--- config.mk ---
export PLATFORM = sky130hd
export DESIGN_NAME = rit_ctrl
export DESIGN_NICKNAME = d
export VERILOG_FILES = /design/src/sv/rit_pkg.sv /design/src/sv/rit_ctrl.sv
export SDC_FILE = /design/constraint.sdc
export NUM_CORES = 1
export LEC_CHECK = 0
export ABC_AREA = 1
export ABC_CLOCK_PERIOD_IN_PS = 5900
export BUFFER_PORTS_ARGS = -buffer_cell sky130_fd_sc_hd__buf_2
export CELL_PAD_IN_SITES_DETAIL_PLACEMENT = 1
export CELL_PAD_IN_SITES_GLOBAL_PLACEMENT = 1
export CORE_MARGIN = 2
export CORE_UTILIZATION = 38
export CTS_CLUSTER_SIZE = 16
export DETAILED_ROUTE_END_ITERATION = 7
export PLACE_DENSITY_LB_ADDON = 0.1
export RECOVER_POWER = 25
export SYNTH_ARGS = -nofsm -noshare
export SYNTH_HDL_FRONTEND = slang
export SYNTH_SLANG_ARGS = --single-unit
--- constraint.sdc ---
create_clock -name clk -period 5.9 [get_ports clk]
set_clock_uncertainty 0.2 [all_clocks]
set_input_delay 0.59 -clock clk [delete_from_list [all_inputs] [get_ports clk]]
set_output_delay 0.59 -clock clk [all_outputs]
set_load 0.01 [all_outputs]
--- src/sv/rit_pkg.sv ---
// Shared types and constants for the refcounted id table.
package rit_pkg;

    localparam int ENTRIES = 64;
    localparam int IDX_W   = (ENTRIES > 1) ? $clog2(ENTRIES) : 1;
    localparam int DATA_W  = 32;

    typedef logic [DATA_W-1:0] data_t;
    typedef logic [IDX_W-1:0]  idx_t;
    typedef logic [2:0]        func_t;
    typedef logic [1:0]        status_t;

    localparam func_t FN_READ  = 3'd0;
    localparam func_t FN_ADD   = 3'd1;
    localparam func_t FN_SUB   = 3'd2;
    localparam func_t FN_ALLOC = 3'd3;
    localparam func_t FN_CLAIM = 3'd4;

    localparam status_t STS_OK    = 2'd0;
    localparam status_t STS_FULL  = 2'd1;
    localparam status_t STS_UNDER = 2'd2;
    localparam status_t STS_OVER  = 2'd3;

    typedef enum logic [1:0] {
        CS_IDLE,
        CS_SCAN,
        CS_EXEC
    } ctrl_state_t;

    // Search token that walks the chain, one cell per cycle.
    typedef struct packed {
        logic  vld;
        logic  hit;
        idx_t  hit_idx;
        logic  hit_alloc;
        data_t hit_count;
        logic  emp_hit;
        idx_t  emp_idx;
        logic  fre_hit;
        idx_t  fre_idx;
        data_t fre_id;
    } scan_t;

    // Table update broadcast to all cells.
    typedef struct packed {
        logic  en;
        idx_t  idx;
        data_t id;
        logic  alloc;
        logic  wr_cnt;
        data_t cnt;
    } commit_t;

endpackage

--- src/sv/rit_ctrl.sv ---
// Request sequencer: launches the search, decides the update and holds the result.
module rit_ctrl (
    input  logic              clk,
    input  logic              rst_n,
    input  logic              in_valid,
    output logic              in_stall,
    input  rit_pkg::func_t    func,
    input  rit_pkg::data_t    lookup_id,
    input  rit_pkg::data_t    amount,
    output logic              out_valid,
    input  logic              out_stall,
    output rit_pkg::data_t    value,
    output logic              present,
    output logic              found,
    output rit_pkg::status_t  status,
    output rit_pkg::data_t    req_id,
    output rit_pkg::scan_t    head,
    input  rit_pkg::scan_t    tail,
    output rit_pkg::commit_t  commit
);
    import rit_pkg::*;

    ctrl_state_t state_reg, state_next;
    func_t       func_reg, func_next;
    data_t       id_reg, id_next;
    data_t       amt_reg, amt_next;
    logic        head_reg, head_next;
    scan_t       tail_reg, tail_next;
    logic        out_valid_reg, out_valid_next;
    data_t       value_reg, value_next;
    logic        present_reg, present_next;
    logic        found_reg, found_next;
    status_t     status_reg, status_next;

    logic        accept;
    logic        out_load;
    func_t       fn;
    logic        pres;
    logic        room;
    idx_t        tgt;
    data_t       cur;
    logic [DATA_W:0] sum;
    data_t       diff;
    data_t       res_value;
    logic        res_present;
    logic        res_found;
    status_t     res_status;
    commit_t     res_commit;

    // Next state
    always_comb
    begin
        state_next = state_reg;
        unique case (state_reg)
            CS_IDLE: if (in_valid) state_next = CS_SCAN;
            CS_SCAN: if (tail.vld) state_next = CS_EXEC;
            CS_EXEC: if (!out_valid_reg || !out_stall) state_next = CS_IDLE;
            default: state_next = CS_IDLE;
        endcase
    end

    // State outputs
    always_comb
    begin
        in_stall = 1'b1;
        out_load = 1'b0;
        unique case (state_reg)
            CS_IDLE: in_stall = 1'b0;
            CS_SCAN: in_stall = 1'b1;
            CS_EXEC: out_load = !out_valid_reg || !out_stall;
            default: in_stall = 1'b1;
        endcase
    end

    assign accept = in_valid && !in_stall;

    // Decide result and table update from the finished search
    always_comb
    begin
        fn = func_reg;
        if ((fn == FN_ADD || fn == FN_SUB) && amt_reg == '0)
        begin
            fn = FN_READ;
        end
        pres = tail_reg.hit && tail_reg.hit_alloc;
        room = tail_reg.hit || tail_reg.emp_hit;
        tgt  = tail_reg.hit ? tail_reg.hit_idx : tail_reg.emp_idx;
        cur  = tail_reg.hit ? tail_reg.hit_count : '0;
        sum  = {1'b0, cur} + {1'b0, amt_reg};
        diff = cur - amt_reg;

        res_value      = '0;
        res_present    = pres;
        res_found      = 1'b0;
        res_status     = STS_OK;
        res_commit     = '0;
        res_commit.idx = tgt;
        res_commit.id  = id_reg;

        unique case (fn)
            FN_READ:
            begin
                res_value = pres ? tail_reg.hit_count : '0;
            end
            FN_ADD:
            begin
                if (!room)
                begin
                    res_status = STS_FULL;
                end
                else if (sum[DATA_W])
                begin
                    res_status = STS_OVER;
                    res_value  = cur;
                end
                else
                begin
                    res_value         = cur;
                    res_commit.en     = 1'b1;
                    res_commit.alloc  = 1'b1;
                    res_commit.wr_cnt = 1'b1;
                    res_commit.cnt    = sum[DATA_W-1:0];
                end
            end
            FN_SUB:
            begin
                if (!room)
                begin
                    res_status = STS_FULL;
                end
                else if (amt_reg > cur)
                begin
                    res_status = STS_UNDER;
                    res_value  = cur;
                end
                else
                begin
                    // A count that reaches zero goes back to the free pool.
                    res_value         = cur;
                    res_commit.en     = 1'b1;
                    res_commit.alloc  = (diff != '0);
                    res_commit.wr_cnt = 1'b1;
                    res_commit.cnt    = diff;
                end
            end
            FN_ALLOC:
            begin
                if (tail_reg.hit)
                begin
                    res_value        = tail_reg.hit_count;
                    res_commit.en    = 1'b1;
                    res_commit.alloc = 1'b1;
                end
                else if (tail_reg.emp_hit)
                begin
                    res_commit.en     = 1'b1;
                    res_commit.alloc  = 1'b1;
                    res_commit.wr_cnt = 1'b1;
                    res_commit.cnt    = '0;
                end
                else
                begin
                    res_status = STS_FULL;
                end
            end
            FN_CLAIM:
            begin
                res_present = 1'b0;
                if (tail_reg.fre_hit)
                begin
                    res_value        = tail_reg.fre_id;
                    res_found        = 1'b1;
                    res_commit.en    = 1'b1;
                    res_commit.idx   = tail_reg.fre_idx;
                    res_commit.id    = tail_reg.fre_id;
                    res_commit.alloc = 1'b1;
                end
            end
            default:
            begin
                res_present = 1'b0;
            end
        endcase
    end

    always_comb
    begin
        func_next      = func_reg;
        id_next        = id_reg;
        amt_next       = amt_reg;
        tail_next      = tail_reg;
        head_next      = accept;
        out_valid_next = out_valid_reg;
        value_next     = value_reg;
        present_next   = present_reg;
        found_next     = found_reg;
        status_next    = status_reg;
        if (accept)
        begin
            func_next = func;
            id_next   = lookup_id;
            amt_next  = amount;
        end
        if (state_reg == CS_SCAN && tail.vld)
        begin
            tail_next = tail;
        end
        if (out_load)
        begin
            out_valid_next = 1'b1;
            value_next     = res_value;
            present_next   = res_present;
            found_next     = res_found;
            status_next    = res_status;
        end
        else if (out_valid_reg && !out_stall)
        begin
            out_valid_next = 1'b0;
        end
    end

    always_ff @(posedge clk or negedge rst_n)
    begin
        if (!rst_n)
        begin
            state_reg     <= CS_IDLE;
            head_reg      <= 1'b0;
            out_valid_reg <= 1'b0;
        end
        else
        begin
            state_reg     <= state_next;
            head_reg      <= head_next;
            out_valid_reg <= out_valid_next;
        end
    end

    always_ff @(posedge clk)
    begin
        func_reg    <= func_next;
        id_reg      <= id_next;
        amt_reg     <= amt_next;
        tail_reg    <= tail_next;
        value_reg   <= value_next;
        present_reg <= present_next;
        found_reg   <= found_next;
        status_reg  <= status_next;
    end

    always_comb
    begin
        head     = '0;
        head.vld = head_reg;
    end

    assign req_id     = id_reg;
    assign commit     = '{en: res_commit.en && out_load, idx: res_commit.idx,
                          id: res_commit.id, alloc: res_commit.alloc,
                          wr_cnt: res_commit.wr_cnt, cnt: res_commit.cnt};
    assign out_valid  = out_valid_reg;
    assign value      = value_reg;
    assign present    = present_reg;
    assign found      = found_reg;
    assign status     = status_reg;

endmodule
==> results.cfg <==
[clocking]
cts_max_path_buffers = 2
cts_tree = yes
htree_levels = 4
clk_latency_ns = 0.44
numCtsBuffers = 17
cts_sinks = 193
cts_root_buf = clkbuf_16
ctsResizeCount = 0
clk_pin_slew_worst_paths_ns = 0.08

[critical_path]
path_class = reg2out
cp-end-kind = output pin
cp_data_arrival_time_ns = 4.50
r2r_setup_slack_ns = 2.48
worstSetupStartpointType = flop
required_ns = 5.11
crit_path_max_fanout = 18

[sta]
period_needed_ns = 5.29
slew_headroom = 0.366
holdWs_ns = 0.118
hold_viol = 0
maxSlewViolCount = 0
tns_ns = 0
fmax_ghz = 0.189
min_period_over_period = 0.896
setup_viol = 0
rsz0062_at_grt = false
worst_slew_pin_slew_ns = 0.951

[synth]
yosys_warnings = 0
synth_flop_cell = edfxtp_1
ys_ff_latch = 193
yosysTopAreaCell = edfxtp_1
async_flop_share = 0.0207
mappedNetlistArea_um2 = 12400
yosysSeqAreaShare = 0.465
ys_types = 46
synth.area.top_cells = edfxtp_1 46%, nand2_1 15%, inv_1 6.3%
synth_edf_count = 189
syn_avg_cell_area_um2 = 7.92
syn_inst = 1570
synth_top_area_frac = 0.457

[finish]
largest_reg_flops = 86
layout-drive-gt1-share = 0.203
nets = 2052
final_cell_mix = 501 x nand2_1, 300 x buf_2, 207 x inv_1
final_common_cell = nand2_1
fin_area_um2 = 14600
area_growth_pct = 17.9
filler_cell_count = 4125

[route]
via_per_inst = 4.91
wl_per_cell_um = 19.7
vias = 11441
drt_iter0_markers = 600
routed_wl_mm = 45.8
drc_errors = 0
drt_pass1_iterations = 5
antenna_left = 0

[placement]
io_buffers = 301
dp.final_hpwl_mm = 38.0
gp_congestion = 0.926
dpl_cell_area_um2 = 14100

[global_route]
antenna_found_initial = 8
grt_use_met1 = 0.358
busiest_layer = met2
grt_first_pass_wirelength_mm = 68.4
grt_use_total = 0.269
grt_pass1_vias = 11617
grt_max_degree = 72
grt_overflow_total = 0
grt_use_met3 = 0.0468
grt_use_met2 = 0.458

[floorplan]
core_um2 = 32400
row_count = 66
die_x_um = 185
die_h_um = 185
fp.dieArea_um2 = 34200
ioPinCount = 388
start_util = 0.384

[power_and_ir_drop]
peakVddDrop_mv = 0.231
power.density_nw_per_um2 = 330
p_leak_nw = 7.38
p_total_w = 0.00483

[flow_run]
drv_cap = 0

[run_status]
outcome = completed

[worst_hold_path]
hold_class = in2reg
per-layer routing:
layer	wire length, um	vias up
li1	-	5566
met1	20600	5476
met2	21900	346
met3	2650	43
met4	620	10
met5	54	-
what timing repair did:
item                                   in CTS  in global routing
buffers inserted                            0                  0
hold buffers                                1                  0
endpoints found under the hold margin       4                  0
final timing paths:
kind	start	endpoint	cells after the start
min	lookup_id[28]	req_id[28]	1
min in group asynchronous	rst_n	head_reg	2
min reg2reg	tail_reg[3]	value[3]	2
max in group asynchronous	rst_n	state_reg[1]	2
max reg2reg	func_reg[2]	value[18]	8
max	tail_reg[85]	commit[23]	18
power by group:
group          internal [W]  total (W)  switching (W)
Clock              0.000553    0.00109       0.000541
Sequential          0.00180    0.00193       0.000135
Combinational      0.000516    0.00180        0.00129
Total               0.00287    0.00483        0.00196
through the flow:
step	setup WS [ns]	std cells	util
after floorplan	0.970	1655	-
after global placement	1.23	2292	0.435
after detailed placement	1.11	2292	0.435
after CTS	0.653	2325	0.452
after global routing	0.308	2327	0.452
final	0.611	2329	0.453
synthesized netlist by cell type, types with 7 or more instances:
master      n
xor2_1     30
nor2_1    127
o21ai_0    98
o22ai_1    16
buf_4      92
ha_1       24
clkbuf_1   14
nand4_1    18
o21ai_2     7
nand3_2    11
o21ai_1    10
inv_1     207
a31oi_1     7
edfxtp_1  189
nand2_2    15
nor3_1     10
nand2_1   501
a21oi_1    52
nand3_1    83
area by class of cell:
type	count	area (um2)	area share
Antenna cell	4	10.0	0.000683
Clock buffer	17	425	0.0290
Clock inverter	15	123	0.00837
Inverter	211	795	0.0542
Multi-Input combinational cell	1137	5380	0.367
Sequential cell	193	5780	0.394
Tap cell	442	553	0.0378
Timing Repair Buffer	310	1590	0.108
cells by family after synthesis:
group	Yosys count	share of synthesized area
other	1	0.000302
buffers and inverters	325	0.131
and+or+nand+nor	782	0.263
AOI/OAI and AO/OA	215	0.0965
xor gates and xnor gates	30	0.0211
adders and majority gates	24	0.0242
DFF	193	0.465
critical path, stage by stage, from the launching register on:
cell and delay, ns:
edfxtp_1 0.67, nand2_1 0.21, inv_1 0.10, ha_1 0.18, ha_1 0.15, inv_1 0.05, nand2_1 0.06, nand2_1 0.07
o21ai_1 0.28, nand3_1 0.12, nand2_1 0.16, a21boi_1 0.11, o21ai_1 0.32, nand2_1 0.13, nand3_1 0.62, inv_1 0.40
nand2_1 0.20, nand2_1 0.06, buf_2 0.14
(Power assumes the default switching activity.)
